[src/design/alvl_pkg.sv]
`timescale 1ns / 1ps
// ----------------------------------------------------------------------------
// alvl_pkg: shared types and constants for the block level / impact detector
// Field widths, register codes, back-end state encoding and queue status.
// ----------------------------------------------------------------------------
package alvl_pkg;

  localparam int MAX_BLOCK_SAMPLES_DEF = 2048;
  localparam int QUEUE_DEPTH           = 2;

  localparam int SAMPLE_W   = 16;
  localparam int PEAK_W     = 15;
  localparam int CROSS_W    = 11;
  localparam int RMS_W      = 24;
  localparam int BASE_W     = 32;
  localparam int ABS_W      = 15;
  localparam int REL_W      = 8;
  localparam int ALPHA_W    = 16;
  localparam int CFG_IDX_W  = 2;
  localparam int CFG_DATA_W = 16;
  localparam int SQ_W       = 2 * SAMPLE_W;
  localparam int RAD_W      = 2 * RMS_W;

  localparam logic [CFG_IDX_W-1:0] CFG_ABS_THRESHOLD = 2'd0;
  localparam logic [CFG_IDX_W-1:0] CFG_REL_FACTOR    = 2'd1;
  localparam logic [CFG_IDX_W-1:0] CFG_ALPHA_Q16     = 2'd2;

  localparam logic [ABS_W-1:0]   ABS_THRESHOLD_RST = 15'd3000;
  localparam logic [REL_W-1:0]   REL_FACTOR_RST    = 8'd8;
  localparam logic [ALPHA_W-1:0] ALPHA_Q16_RST     = 16'd328;
  localparam logic [BASE_W-1:0]  BASELINE_RST      = 32'd32768000;

  localparam logic [CROSS_W-1:0] CROSS_MAX = 11'h7FF;
  localparam logic [PEAK_W-1:0]  PEAK_MAX  = 15'h7FFF;

  typedef enum logic [2:0] {
    ST_IDLE,
    ST_DIV,
    ST_SQRT,
    ST_REL,
    ST_MULA,
    ST_MULB,
    ST_FIN
  } alvl_state_t;

  typedef struct packed {
    logic full;
    logic nearly_full;
    logic empty;
  } alvl_qstat_t;

endpackage

[src/design/alvl_front.sv]
`timescale 1ns / 1ps
// ----------------------------------------------------------------------------
// alvl_front: per-sample accumulation
// Takes one sample per cycle when not stalled, tracks peak, crossings, count,
// squares magnitude in one stage, sums it in the next, pushes a block record.
// ----------------------------------------------------------------------------
module alvl_front import alvl_pkg::*; #(
  parameter int MAX_BLOCK_SAMPLES = MAX_BLOCK_SAMPLES_DEF,
  localparam int CNT_W = $clog2(MAX_BLOCK_SAMPLES + 2),
  localparam int SUM_W = CNT_W + 30
) (
  input  logic                       clk,
  input  logic                       rst_n,
  input  logic                       in_valid,
  output logic                       in_stall,
  input  logic signed [SAMPLE_W-1:0] in_sample,
  input  logic                       in_last,
  input  alvl_qstat_t                qstat,
  output logic                       push,
  output logic [SUM_W-1:0]           push_sum,
  output logic [CNT_W-1:0]           push_cnt,
  output logic [PEAK_W-1:0]          push_peak,
  output logic [CROSS_W-1:0]         push_cross
);

  logic                accept;
  logic                taken;
  logic [SAMPLE_W-1:0] sample_u;
  logic [SAMPLE_W-1:0] mag16;
  logic [PEAK_W-1:0]   mag15;
  logic                nonneg;

  logic [CNT_W-1:0]   cnt_r, cnt_nxt, cnt_inc;
  logic [PEAK_W-1:0]  peak_r, peak_nxt, peak_upd;
  logic [CROSS_W-1:0] cross_r, cross_nxt, cross_upd;
  logic               prev_r, prev_nxt;
  logic [SQ_W-1:0]    sq_r;
  logic               sq_v_r;
  logic               last_d_r;
  logic [SUM_W-1:0]   sum_r, sum_nxt, sum_acc;
  logic [CNT_W-1:0]   rec_cnt_r;
  logic [PEAK_W-1:0]  rec_peak_r;
  logic [CROSS_W-1:0] rec_cross_r;

  assign in_stall = qstat.full || (qstat.nearly_full && last_d_r);
  assign accept   = in_valid && !in_stall;
  assign taken    = accept && ((cnt_r < CNT_W'(MAX_BLOCK_SAMPLES)) || in_last);

  assign sample_u = $unsigned(in_sample);
  assign mag16    = sample_u[SAMPLE_W-1] ? (~sample_u + 16'd1) : sample_u;
  assign mag15    = mag16[SAMPLE_W-1] ? PEAK_MAX : mag16[PEAK_W-1:0];
  assign nonneg   = !sample_u[SAMPLE_W-1];

  always_comb begin
    cnt_inc   = cnt_r + 1'b1;
    peak_upd  = (mag15 > peak_r) ? mag15 : peak_r;
    cross_upd = cross_r;
    if ((cnt_r != '0) && (nonneg != prev_r) && (cross_r != CROSS_MAX)) begin
      cross_upd = cross_r + 1'b1;
    end
    cnt_nxt   = cnt_r;
    peak_nxt  = peak_r;
    cross_nxt = cross_r;
    prev_nxt  = prev_r;
    if (taken) begin
      if (in_last) begin
        cnt_nxt   = '0;
        peak_nxt  = '0;
        cross_nxt = '0;
        prev_nxt  = 1'b0;
      end else begin
        cnt_nxt   = cnt_inc;
        peak_nxt  = peak_upd;
        cross_nxt = cross_upd;
        prev_nxt  = nonneg;
      end
    end
  end

  assign sum_acc = sq_v_r ? (sum_r + SUM_W'(sq_r)) : sum_r;

  always_comb begin
    sum_nxt = sum_acc;
    if (last_d_r) begin
      sum_nxt = '0;
    end
  end

  always_ff @(posedge clk) begin
    if (!rst_n) begin
      cnt_r    <= '0;
      peak_r   <= '0;
      cross_r  <= '0;
      prev_r   <= 1'b0;
      sq_v_r   <= 1'b0;
      last_d_r <= 1'b0;
      sum_r    <= '0;
    end else begin
      cnt_r    <= cnt_nxt;
      peak_r   <= peak_nxt;
      cross_r  <= cross_nxt;
      prev_r   <= prev_nxt;
      sq_v_r   <= taken;
      last_d_r <= accept && in_last;
      sum_r    <= sum_nxt;
    end
  end

  always_ff @(posedge clk) begin
    if (taken) begin
      sq_r <= mag16 * mag16;
    end
    if (accept && in_last) begin
      rec_cnt_r   <= cnt_inc;
      rec_peak_r  <= peak_upd;
      rec_cross_r <= cross_upd;
    end
  end

  assign push       = last_d_r;
  assign push_sum   = sum_acc;
  assign push_cnt   = rec_cnt_r;
  assign push_peak  = rec_peak_r;
  assign push_cross = rec_cross_r;

endmodule

[src/design/alvl_queue.sv]
`timescale 1ns / 1ps
// ----------------------------------------------------------------------------
// alvl_queue: short record queue between front and back
// Power-of-two depth, head visible at the output, status as a struct.
// ----------------------------------------------------------------------------
module alvl_queue import alvl_pkg::*; #(
  parameter int WIDTH = 8,
  parameter int DEPTH = QUEUE_DEPTH,
  localparam int PTR_W = (DEPTH > 1) ? $clog2(DEPTH) : 1,
  localparam int LVL_W = $clog2(DEPTH + 1)
) (
  input  logic             clk,
  input  logic             rst_n,
  input  logic             push,
  input  logic [WIDTH-1:0] wr_data,
  input  logic             pop,
  output logic [WIDTH-1:0] rd_data,
  output alvl_qstat_t      qstat
);

  logic [WIDTH-1:0] mem_r [DEPTH];
  logic [PTR_W-1:0] wr_ptr_r, wr_ptr_nxt;
  logic [PTR_W-1:0] rd_ptr_r, rd_ptr_nxt;
  logic [LVL_W-1:0] level_r, level_nxt;

  always_comb begin
    wr_ptr_nxt = push ? PTR_W'(wr_ptr_r + 1'b1) : wr_ptr_r;
    rd_ptr_nxt = pop ? PTR_W'(rd_ptr_r + 1'b1) : rd_ptr_r;
    level_nxt  = level_r;
    if (push && !pop) begin
      level_nxt = level_r + 1'b1;
    end else if (pop && !push) begin
      level_nxt = level_r - 1'b1;
    end
  end

  always_ff @(posedge clk) begin
    if (!rst_n) begin
      wr_ptr_r <= '0;
      rd_ptr_r <= '0;
      level_r  <= '0;
    end else begin
      wr_ptr_r <= wr_ptr_nxt;
      rd_ptr_r <= rd_ptr_nxt;
      level_r  <= level_nxt;
    end
  end

  always_ff @(posedge clk) begin
    if (push) begin
      mem_r[wr_ptr_r] <= wr_data;
    end
  end

  assign rd_data           = mem_r[rd_ptr_r];
  assign qstat.full        = (level_r == LVL_W'(DEPTH));
  assign qstat.nearly_full = (level_r >= LVL_W'(DEPTH - 1));
  assign qstat.empty       = (level_r == '0);

endmodule

[src/design/alvl_back.sv]
`timescale 1ns / 1ps
// ----------------------------------------------------------------------------
// alvl_back: end-of-block arithmetic
// Radix-2 divide of the scaled sum by the count, bit-pair square root,
// impact test, two-step EMA multiply and the registered result.
// ----------------------------------------------------------------------------
module alvl_back import alvl_pkg::*; #(
  parameter int MAX_BLOCK_SAMPLES = MAX_BLOCK_SAMPLES_DEF,
  localparam int CNT_W  = $clog2(MAX_BLOCK_SAMPLES + 2),
  localparam int SUM_W  = CNT_W + 30,
  localparam int DIV_W  = SUM_W + 16,
  localparam int STEP_W = $clog2(DIV_W + 1)
) (
  input  logic                clk,
  input  logic                rst_n,
  input  logic                head_valid,
  input  logic [SUM_W-1:0]    head_sum,
  input  logic [CNT_W-1:0]    head_cnt,
  input  logic [PEAK_W-1:0]   head_peak,
  input  logic [CROSS_W-1:0]  head_cross,
  output logic                pop,
  input  logic [ABS_W-1:0]    abs_threshold,
  input  logic [REL_W-1:0]    rel_factor,
  input  logic [ALPHA_W-1:0]  alpha_q16,
  output logic                out_valid,
  input  logic                out_stall,
  output logic [RMS_W-1:0]    out_rms_q8,
  output logic [PEAK_W-1:0]   out_peak,
  output logic [CROSS_W-1:0]  out_zero_crossings,
  output logic [BASE_W-1:0]   out_baseline_used,
  output logic                out_impact
);

  alvl_state_t st_r, st_nxt;

  logic [STEP_W-1:0]  step_r, step_nxt;
  logic [DIV_W-1:0]   dq_r;
  logic [CNT_W-1:0]   rem_r;
  logic [CNT_W-1:0]   div_r;
  logic [RMS_W-1:0]   root_r;
  logic [RMS_W+1:0]   srem_r;
  logic [PEAK_W-1:0]  peak_r;
  logic [CROSS_W-1:0] cross_r;
  logic               impact_r;
  logic [47:0]        prod_a_r;
  logic [48:0]        prod_b_r;
  logic [BASE_W-1:0]  baseline_r, baseline_nxt;
  logic               out_valid_r, out_valid_nxt;

  logic               out_free;
  logic               div_done;
  logic               sqrt_done;
  logic               load_out;

  logic [CNT_W:0]     rem_sh, rem_sub;
  logic               div_ge;
  logic [RMS_W+3:0]   sq_sh, sq_trial, sq_sub;
  logic               sq_ge;
  logic [39:0]        rel_prod;
  logic [39:0]        peak_sh;
  logic [16:0]        inv_alpha;
  logic [49:0]        upd;

  assign out_free  = !out_valid_r || !out_stall;
  assign div_done  = (step_r == STEP_W'(DIV_W - 1));
  assign sqrt_done = (step_r == STEP_W'(RMS_W - 1));

  always_comb begin
    st_nxt = st_r;
    unique case (st_r)
      ST_IDLE: if (head_valid) st_nxt = ST_DIV;
      ST_DIV:  if (div_done) st_nxt = ST_SQRT;
      ST_SQRT: if (sqrt_done) st_nxt = ST_REL;
      ST_REL:  st_nxt = ST_MULA;
      ST_MULA: st_nxt = ST_MULB;
      ST_MULB: st_nxt = ST_FIN;
      ST_FIN:  if (out_free) st_nxt = ST_IDLE;
      default: st_nxt = ST_IDLE;
    endcase
  end

  always_comb begin
    pop      = 1'b0;
    load_out = 1'b0;
    step_nxt = '0;
    unique case (st_r)
      ST_IDLE: pop = head_valid;
      ST_DIV:  step_nxt = div_done ? '0 : step_r + 1'b1;
      ST_SQRT: step_nxt = sqrt_done ? '0 : step_r + 1'b1;
      ST_FIN:  load_out = out_free;
      default: step_nxt = '0;
    endcase
  end

  assign rem_sh  = {rem_r, dq_r[DIV_W-1]};
  assign rem_sub = rem_sh - {1'b0, div_r};
  assign div_ge  = (rem_sh >= {1'b0, div_r});

  assign sq_sh    = {srem_r, dq_r[RAD_W-1 -: 2]};
  assign sq_trial = {2'b00, root_r, 2'b01};
  assign sq_sub   = sq_sh - sq_trial;
  assign sq_ge    = (sq_sh >= sq_trial);

  assign rel_prod  = rel_factor * baseline_r;
  assign peak_sh   = {9'd0, peak_r, 16'd0};
  assign inv_alpha = 17'h10000 - {1'b0, alpha_q16};
  assign upd       = 50'(prod_a_r) + 50'(prod_b_r) + 50'd32768;

  always_comb begin
    baseline_nxt = baseline_r;
    if (load_out && !impact_r) begin
      baseline_nxt = upd[47:16];
    end
    out_valid_nxt = out_valid_r;
    if (load_out) begin
      out_valid_nxt = 1'b1;
    end else if (out_valid_r && !out_stall) begin
      out_valid_nxt = 1'b0;
    end
  end

  always_ff @(posedge clk) begin
    if (!rst_n) begin
      st_r        <= ST_IDLE;
      step_r      <= '0;
      baseline_r  <= BASELINE_RST;
      out_valid_r <= 1'b0;
    end else begin
      st_r        <= st_nxt;
      step_r      <= step_nxt;
      baseline_r  <= baseline_nxt;
      out_valid_r <= out_valid_nxt;
    end
  end

  always_ff @(posedge clk) begin
    unique case (st_r)
      ST_IDLE: begin
        if (head_valid) begin
          dq_r    <= {head_sum, 16'd0};
          rem_r   <= '0;
          div_r   <= head_cnt;
          root_r  <= '0;
          srem_r  <= '0;
          peak_r  <= head_peak;
          cross_r <= head_cross;
        end
      end
      ST_DIV: begin
        rem_r <= div_ge ? rem_sub[CNT_W-1:0] : rem_sh[CNT_W-1:0];
        dq_r  <= {dq_r[DIV_W-2:0], div_ge};
      end
      ST_SQRT: begin
        srem_r <= sq_ge ? sq_sub[RMS_W+1:0] : sq_sh[RMS_W+1:0];
        root_r <= {root_r[RMS_W-2:0], sq_ge};
        dq_r   <= {dq_r[DIV_W-3:0], 2'b00};
      end
      ST_REL: begin
        impact_r <= (peak_sh > rel_prod) && (peak_r > abs_threshold);
      end
      ST_MULA: begin
        prod_a_r <= alpha_q16 * {root_r, 8'd0};
      end
      ST_MULB: begin
        prod_b_r <= inv_alpha * baseline_r;
      end
      ST_FIN: begin
        if (out_free) begin
          out_rms_q8         <= root_r;
          out_peak           <= peak_r;
          out_zero_crossings <= cross_r;
          out_baseline_used  <= baseline_r;
          out_impact         <= impact_r;
        end
      end
      default: begin
      end
    endcase
  end

  assign out_valid = out_valid_r;

endmodule

[src/design/audio_block_level_impact.sv]
`timescale 1ns / 1ps
// ----------------------------------------------------------------------------
// audio_block_level_impact: block RMS, peak, crossings and impact flag
// Streams signed samples, emits one result per block with an EMA baseline.
// ----------------------------------------------------------------------------
//  channel | handshake           | payload
//  --------+---------------------+-----------------------------------------
//  in_     | in_valid / in_stall | in_sample, in_last
//  out_    | out_valid/out_stall | rms_q8, peak, zero_crossings,
//          |                     | baseline_used, impact
//  cfg_    | cfg_valid/cfg_ready | cfg_index, cfg_data (cfg_ready always 1)
//
//  Samples are taken one per cycle unless in_stall is high; the front squares
//  and sums in two stages. The back end works out each block's result with the
//  radix-2 divider and bit-pair square root, one bit or bit pair per cycle.
//  in_stall rises when the two-entry record queue is full, or holds one record
//  while another is being written.
//  Synchronous active-low reset restores control state, settings and baseline.
// ----------------------------------------------------------------------------
module audio_block_level_impact import alvl_pkg::*; #(
  parameter int MAX_BLOCK_SAMPLES = MAX_BLOCK_SAMPLES_DEF
) (
  input  logic                       clk,
  input  logic                       rst_n,
  input  logic                       in_valid,
  output logic                       in_stall,
  input  logic signed [SAMPLE_W-1:0] in_sample,
  input  logic                       in_last,
  output logic                       out_valid,
  input  logic                       out_stall,
  output logic [RMS_W-1:0]           out_rms_q8,
  output logic [PEAK_W-1:0]          out_peak,
  output logic [CROSS_W-1:0]         out_zero_crossings,
  output logic [BASE_W-1:0]          out_baseline_used,
  output logic                       out_impact,
  input  logic                       cfg_valid,
  output logic                       cfg_ready,
  input  logic [CFG_IDX_W-1:0]       cfg_index,
  input  logic [CFG_DATA_W-1:0]      cfg_data
);

  localparam int CNT_W  = $clog2(MAX_BLOCK_SAMPLES + 2);
  localparam int SUM_W  = CNT_W + 30;
  localparam int FIFO_W = SUM_W + CNT_W + PEAK_W + CROSS_W;

  logic [ABS_W-1:0]   abs_threshold_r, abs_threshold_nxt;
  logic [REL_W-1:0]   rel_factor_r, rel_factor_nxt;
  logic [ALPHA_W-1:0] alpha_q16_r, alpha_q16_nxt;

  alvl_qstat_t        qstat;
  logic               push;
  logic               pop;
  logic [SUM_W-1:0]   push_sum, head_sum;
  logic [CNT_W-1:0]   push_cnt, head_cnt;
  logic [PEAK_W-1:0]  push_peak, head_peak;
  logic [CROSS_W-1:0] push_cross, head_cross;
  logic [FIFO_W-1:0]  wr_data, rd_data;

  assign cfg_ready = 1'b1;

  always_comb begin
    abs_threshold_nxt = abs_threshold_r;
    rel_factor_nxt    = rel_factor_r;
    alpha_q16_nxt     = alpha_q16_r;
    if (cfg_valid && cfg_ready) begin
      unique case (cfg_index)
        CFG_ABS_THRESHOLD: abs_threshold_nxt = cfg_data[ABS_W-1:0];
        CFG_REL_FACTOR:    rel_factor_nxt    = cfg_data[REL_W-1:0];
        CFG_ALPHA_Q16:     alpha_q16_nxt     = cfg_data[ALPHA_W-1:0];
        default: begin
        end
      endcase
    end
  end

  always_ff @(posedge clk) begin
    if (!rst_n) begin
      abs_threshold_r <= ABS_THRESHOLD_RST;
      rel_factor_r    <= REL_FACTOR_RST;
      alpha_q16_r     <= ALPHA_Q16_RST;
    end else begin
      abs_threshold_r <= abs_threshold_nxt;
      rel_factor_r    <= rel_factor_nxt;
      alpha_q16_r     <= alpha_q16_nxt;
    end
  end

  alvl_front #(
    .MAX_BLOCK_SAMPLES(MAX_BLOCK_SAMPLES)
  ) u_front (
    .clk       (clk),
    .rst_n     (rst_n),
    .in_valid  (in_valid),
    .in_stall  (in_stall),
    .in_sample (in_sample),
    .in_last   (in_last),
    .qstat     (qstat),
    .push      (push),
    .push_sum  (push_sum),
    .push_cnt  (push_cnt),
    .push_peak (push_peak),
    .push_cross(push_cross)
  );

  assign wr_data = {push_sum, push_cnt, push_peak, push_cross};
  assign {head_sum, head_cnt, head_peak, head_cross} = rd_data;

  alvl_queue #(
    .WIDTH(FIFO_W),
    .DEPTH(QUEUE_DEPTH)
  ) u_queue (
    .clk    (clk),
    .rst_n  (rst_n),
    .push   (push),
    .wr_data(wr_data),
    .pop    (pop),
    .rd_data(rd_data),
    .qstat  (qstat)
  );

  alvl_back #(
    .MAX_BLOCK_SAMPLES(MAX_BLOCK_SAMPLES)
  ) u_back (
    .clk               (clk),
    .rst_n             (rst_n),
    .head_valid        (!qstat.empty),
    .head_sum          (head_sum),
    .head_cnt          (head_cnt),
    .head_peak         (head_peak),
    .head_cross        (head_cross),
    .pop               (pop),
    .abs_threshold     (abs_threshold_r),
    .rel_factor        (rel_factor_r),
    .alpha_q16         (alpha_q16_r),
    .out_valid         (out_valid),
    .out_stall         (out_stall),
    .out_rms_q8        (out_rms_q8),
    .out_peak          (out_peak),
    .out_zero_crossings(out_zero_crossings),
    .out_baseline_used (out_baseline_used),
    .out_impact        (out_impact)
  );

endmodule
[config.mk]
export PLATFORM = sky130hd
export DESIGN_NAME = audio_block_level_impact
export DESIGN_NICKNAME = d
export VERILOG_FILES = /design/src/design/alvl_pkg.sv /design/src/design/alvl_front.sv /design/src/design/alvl_queue.sv /design/src/design/alvl_back.sv /design/src/design/audio_block_level_impact.sv
export SDC_FILE = /design/constraint.sdc
export NUM_CORES = 2
export LEC_CHECK = 0
export BUFFER_PORTS_ARGS = -buffer_cell sky130_fd_sc_hd__buf_2
export CAP_MARGIN = 20
export CORE_MARGIN = 1
export CORE_UTILIZATION = 35
export CTS_CLUSTER_DIAMETER = 150
export CTS_CLUSTER_SIZE = 40
export DETAILED_ROUTE_END_ITERATION = 10
export HOLD_SLACK_MARGIN = 0.1
export SYNTH_ARGS = -nofsm -noshare
export SYNTH_HDL_FRONTEND = slang
export SYNTH_SLANG_ARGS = --single-unit
[constraint.sdc]
create_clock -name clk -period 8.1 [get_ports clk]
set_input_delay 0.81 -clock clk [delete_from_list [all_inputs] [get_ports clk]]
set_output_delay 0.81 -clock clk [all_outputs]
set_load 0.01 [all_outputs]
**Word-level counts from Yosys, hierarchy flattened**

Memory sizes are Yosys's and may differ from the RTL's. A register that Yosys moved wholly into a read port is not among the register bits.
Index checks and enable logic that the tools add are counted.
W data, S select, Z words.

- Bits in registers: 568
- RAM bits: 160
- Bits of input ports: 40
- Output and inout port bits: 86
- Logic and storage cells: 160
- Memories: 1

Memories:

| name | words | bits a word | read ports | clocked after Yosys merged registers in | wr ports | RTL line | RTL |
|---|---|---|---|---|---|---|---|
| u_queue.mem_r | 2 | 80 | 1 | 1 | 1 | alvl_queue.sv:21 | `logic [WIDTH-1:0] mem_r [DEPTH];` |

- $add $sub $neg: 14
- Multipliers: 4
- Order comparisons: 7
- Eq/ne operators: 17
- Multiplexer cells: 37
- Bitwise operators: 3
- Reductions and logical operators: 41

Operators by type and width:

| cell | number |
|---|---|
| $pmux W58 S3 | 1 |
| $mux W58 | 1 |
| $mux W26 | 2 |
| $pmux W26 S2 | 1 |
| $add A48 B16 Y48 const B | 1 |
| $add A48 B48 Y48 | 1 |
| $mul A17 B32 Y48 | 1 |
| $pmux W24 S2 | 1 |
| $mux W15 | 3 |
| $add A42 B32 Y42 | 1 |
| $mux W42 | 1 |
| $gt A31 B40 Y1 | 1 |
| $mul A16 B24 Y40 | 1 |
| $mul A8 B32 Y40 | 1 |
| $mux W12 | 3 |
| $mul A16 B16 Y32 | 1 |
| $gt A15 B15 Y1 | 2 |
| $ge A28 B26 Y1 | 1 |
| $sub A26 B26 Y26 | 1 |
| $mux W24 | 1 |
| $pmux W12 S2 | 1 |
| $mux W11 | 2 |
| $pmux W3 S7 | 1 |
| $sub A17 B16 Y17 const A | 1 |
| other kinds (41) | 92 |

**Logic depth before layout (Yosys ltp)**

- Word-level depth: 7
- Depth in mapped cells: 35
- Mapped depth without buffers: 33

**Modules after synthesis**

A second synthesis with hierarchy kept.

- Cells, all modules: 8108
- Area, all modules: 78622.9 µm²

Modules (own cells, without submodules):

| module | instances | cells an instance | area each (µm²) | sequential area each (µm²) |
|---|---|---|---|---|
| alvl_back | 1 | 5978 | 55124.1 | 10510.1 |
| alvl_front | 1 | 1697 | 15491.1 | 3733.6 |
| alvl_queue | 1 | 275 | 6429.9 | 4904.7 |
| audio_block_level_impact | 1 | 158 | 1577.8 | 780.7 |

**Least setup slack after synthesis**

No wires, ideal clock.

- Path type: input -> register
- Start point: input port out_stall
- End point: register u_back.baseline_r[18]
- Library setup time: 0.140 ns
- Arrival time: 8.029 ns
- Data required time: 7.960 ns
- Slack: -0.070 ns
- Stages on the path: 7
- Buffers on the path: 2
- Path through: and2_1 nor3_1 nand2b_1 clkbuf_1 clkbuf_1 nand2_1 o211ai_1

- Longest elaborated chain between the ends: 4

Ends and longest elaborated chain:

| item | RTL line | RTL |
|---|---|---|
| start: declaration | audio_block_level_impact.sv:30 | `input logic out_stall,` |
| $logic_not A1 Y1 | alvl_back.sv:64 | `assign out_free = !out_valid_r \|\| !out_stall;` |
| $logic_or A1 B1 Y1 | alvl_back.sv:64 |  |
| $mux W1 | alvl_back.sv:86 | `unique case (st_r)` |
| via u_back.load_out | alvl_back.sv:53 | `logic load_out;` |
| $logic_and A1 B1 Y1 | alvl_back.sv:111 | `if (load_out && !impact_r) begin` |
| end signal: assignment | alvl_back.sv:131 | `baseline_r <= baseline_nxt;` |
| end: declaration | alvl_back.sv:47 | `logic [BASE_W-1:0] baseline_r, baseline_nxt;` |

The timed path passes the listed nets, and every way through them passes these cells.
A chain may end at the register's enable or synchronous reset.

**Worst setup path in the final report**

- Start point: register alpha_q16_r[4]
- End point: register u_back.prod_b_r[42], data pin

- Longest elaborated chain between the ends: 2

Ends and longest elaborated chain:

| item | RTL line | RTL |
|---|---|---|
| start: declaration | audio_block_level_impact.sv:48 | `logic [ALPHA_W-1:0] alpha_q16_r, alpha_q16_nxt;` |
| start signal: assignment | audio_block_level_impact.sv:84 | `alpha_q16_r <= alpha_q16_nxt;` |
| $sub A17 B16 Y17 | alvl_back.sv:106 | `assign inv_alpha = 17'h10000 - {1'b0, alpha_q16};` |
| $mul A17 B32 Y48 | alvl_back.sv:165 | `prod_b_r <= inv_alpha * baseline_r;` |
| end signal: assignment | alvl_back.sv:165 |  |
| end: declaration | alvl_back.sv:46 | `logic [48:0] prod_b_r;` |

Every way passes these cells.

==> impl_metrics.ini <==
[global_routing]
track_usage = 0.181
grt_overflow = 0
antenna_found_initial = 10
grt_pass1_wl_um = 312000
grt_pass1_vias = 55800
grt_max_degree = 81

[synthesis]
synth_fa_ha_area_frac = 0.387
ys_ff_latch = 720
yosysSeqAreaShare = 0.263
synth_cells = 7682
synth-xor-area-share = 0.0308
synthSimpleGateAreaFrac = 0.140
syn_avg_cell_area_um2 = 9.85
async_flop_share = 0
synth_mux_area_frac = 0.0174
synth_ff_type = edfxtp_1
synth_compound_area_frac = 0.0747
yosys.cell_types.count = 95
synth_top_family_by_area = adder cells
ys_warn_count = 0
netlist_area_um2 = 75700
synth_edf_count = 551

[detailed_routing]
num_vias = 52800
drt-initial-drc-count = 3038
post_drt_wl_per_cell_um = 18.4
drcViolationCount = 0
via_per_inst = 4.95
totalWireLength_um = 196000
ant_nets = 0
dr.pass1.iters = 8

[sta]
layout_min_cycle_time_ns = 7.85
period_share = 0.969
slew_headroom = 0.251
hold_ws_ns = 0.432
finalSetupViolCount = 0
worst_pin_slew_ns = 1.12
slew_violations = 0
finalHoldViolations = 0
max_freq_mhz = 127
fin_skew_ns = 0.0560

[die]
ioPinCount = 126
dieArea_um2 = 218000
start_util = 0.352
die_x_um = 467
core_area_um2 = 215000
die_h_um = 467
rows = 170

[placed_design]
io_buffers = 124
gp_congestion = 0.892
post-dp-hpwl_um = 155000
placed_area_um2 = 81200

[cells_and_area]
syn_to_final_growth_pct = 9.05
final_area_um2 = 82500
nets = 9530
n_fill_cell = 21200
drive_gt1_frac = 0.0808

[power_and_ir_drop]
p_leak_nw = 37.7
worst_ir_drop_vdd_uv = 470
p_per_area_nw_per_um2 = 387

[critical_path]
critPathArrivalTime_ns = 8.31
critPathMaxFanout = 8
critical-path-slowest-cell = fa_1
cp_common_cell = fa_1
cp.required_ns = 8.56
reg2regPathDepth = 34
slowest_delay_ns = 0.52
cp-start-kind = flip-flop
critPathKind = reg2reg
cp-end-kind = flip-flop

[cts]
clk_latency_ns = 0.69
cts_inserted_buffers = 26
clk_path_buf_depth = 3
cts_tree = built
cts_sinks = 720
cts-root-buf = clkbuf_16
cts_hold_buf = 0
cts-htree-levels = 1
clkTransAtPathRegs_ns = 0.15

[hold_path]
holdPathStages = 3
hold_path_class = in2reg

[run]
drv_cap = 0

[status]
outcome = finished clean
final cells by class:
class	count	area (um2)	area share
Antenna cell	1	2.50	0.0000303
Clock inverter	11	229	0.00277
Tap cell	2838	3550	0.0430
Inverter	1435	5390	0.0653
Sequential cell	720	20000	0.242
Timing Repair Buffer	417	3080	0.0373
Clock buffer	37	713	0.00864
Multi-Input combinational cell	5210	49600	0.601
path summary, 6_finish.rpt:
check	end	slack, ns	start
worst min-delay path	alpha_q16_r[15]	0.43	cfg_data[15]
worst min register to register	u_back.out_zero_crossings[7]	0.45	u_back.cross_r[7]
worst max register to register	u_back.prod_b_r[42]	0.25	alpha_q16_r[4]
worst max-delay path	u_back.prod_b_r[42]	0.25	alpha_q16_r[4]
placed cells by master (no fill, tap or decap), types with 109 or more instances in the layout:
cell type,synthesis,final
dfxtp_1,169,158
a21oi_1,269,262
nor2_1,363,360
buf_4,1,272
o21ai_0,147,141
nand2_1,1032,1028
ha_1,582,581
inv_1,1427,1426
xnor2_1,157,149
buf_2,4,124
fa_1,1098,1097
edfxtp_1,551,551
and2_1,466,463
a21o_1,109,109
cell usage after synthesis (79+ instances only):
cell | instances | area, um2
clkbuf_1 | 308 | 1160
ha_1 | 582 | 7280
edfxtp_1 | 551 | 16500
a21o_1 | 109 | 818
fa_1 | 1098 | 22000
a21oi_1 | 269 | 1350
xnor2_1 | 157 | 1380
inv_1 | 1427 | 5360
dfxtp_1 | 169 | 3380
o21ai_0 | 147 | 736
nor2b_1 | 79 | 494
and2_1 | 466 | 2920
nand2_1 | 1032 | 3870
nor2_1 | 363 | 1360
xor2_1 | 109 | 955
flip-flops by register name (all words and copies together), names as in the netlist, 15 cells and up, named ones only:
signal	count
u_queue.mem_r	160
u_back.out_rms_q8	24
u_back.prod_b_r	40
abs_threshold_r	15
u_back.out_baseline_used	32
alpha_q16_r	16
u_front.sq_r	31
u_back.out_peak	15
u_back.root_r	24
u_front.push_peak	15
u_back.prod_a_r	40
u_back.baseline_r	32
u_back.srem_r	26
u_front.peak_r	15
u_back.peak_r	15
u_back.dq_r	58
u_front.sum_r	42
repair_timing:
action,4_1_cts,5_1_grt
buffers inserted,0,6
cloned,0,2
setup endpoints to repair,5,19
pin swaps,1,13
gates resized for setup,8,55
layer usage:
metal  vias up  part of all wire  GRT usage
li1      24400                 -          -
met1     26900              0.42      0.231
met2      1161              0.49      0.315
met3       298             0.040     0.0145
met4         0             0.049     0.0764
met5         -                 0          0
cell families (layout without fill, tap and decap cells):
| family | count (synthesis) | in the layout |
|---|---|---|
| other cells | 2 | 14 |
| mux | 123 | 123 |
| compound gates | 869 | 869 |
| xor+xnor | 266 | 266 |
| flops | 720 | 720 |
| fa+ha+maj | 1680 | 1680 |
| buf+inv | 1763 | 1900 |
| simple gates | 2259 | 2259 |
power breakdown:
part	switching, W	internal [W]
logic	0.0134	0.0101
registers	0.000692	0.00585
clock network	0.00126	0.000682
total	0.0154	0.0166
critical path, delay by kind of cell (launching register included):
| kind | cells | cell delay [ns] |
|---|---|---|
| AO/OA/AOI/OAI | 8 | 1.45 |
| XOR/XNOR | 2 | 0.27 |
| adder cells (fa/ha/maj) | 7 | 3.19 |
| buffers and inverters | 7 | 0.80 |
| flip-flops | 1 | 0.36 |
| AND/OR/NAND/NOR | 10 | 1.54 |
through the flow:
stage                     power (W)  worst slack (ns)   util  std cells  TNS, ns
after detailed placement     0.0301            -0.305  0.378      10600   -0.943
after global placement       0.0298            -0.280  0.378      10600   -0.697
after global routing         0.0352           -0.0446  0.384      10700   -0.149
after floorplan              0.0225            0.0436      -       7693        0
after CTS                    0.0322           0.00721  0.382      10700        0
final                        0.0320             0.251  0.384      10700        0
No activity file was read; power rests on OpenSTA's default activity.
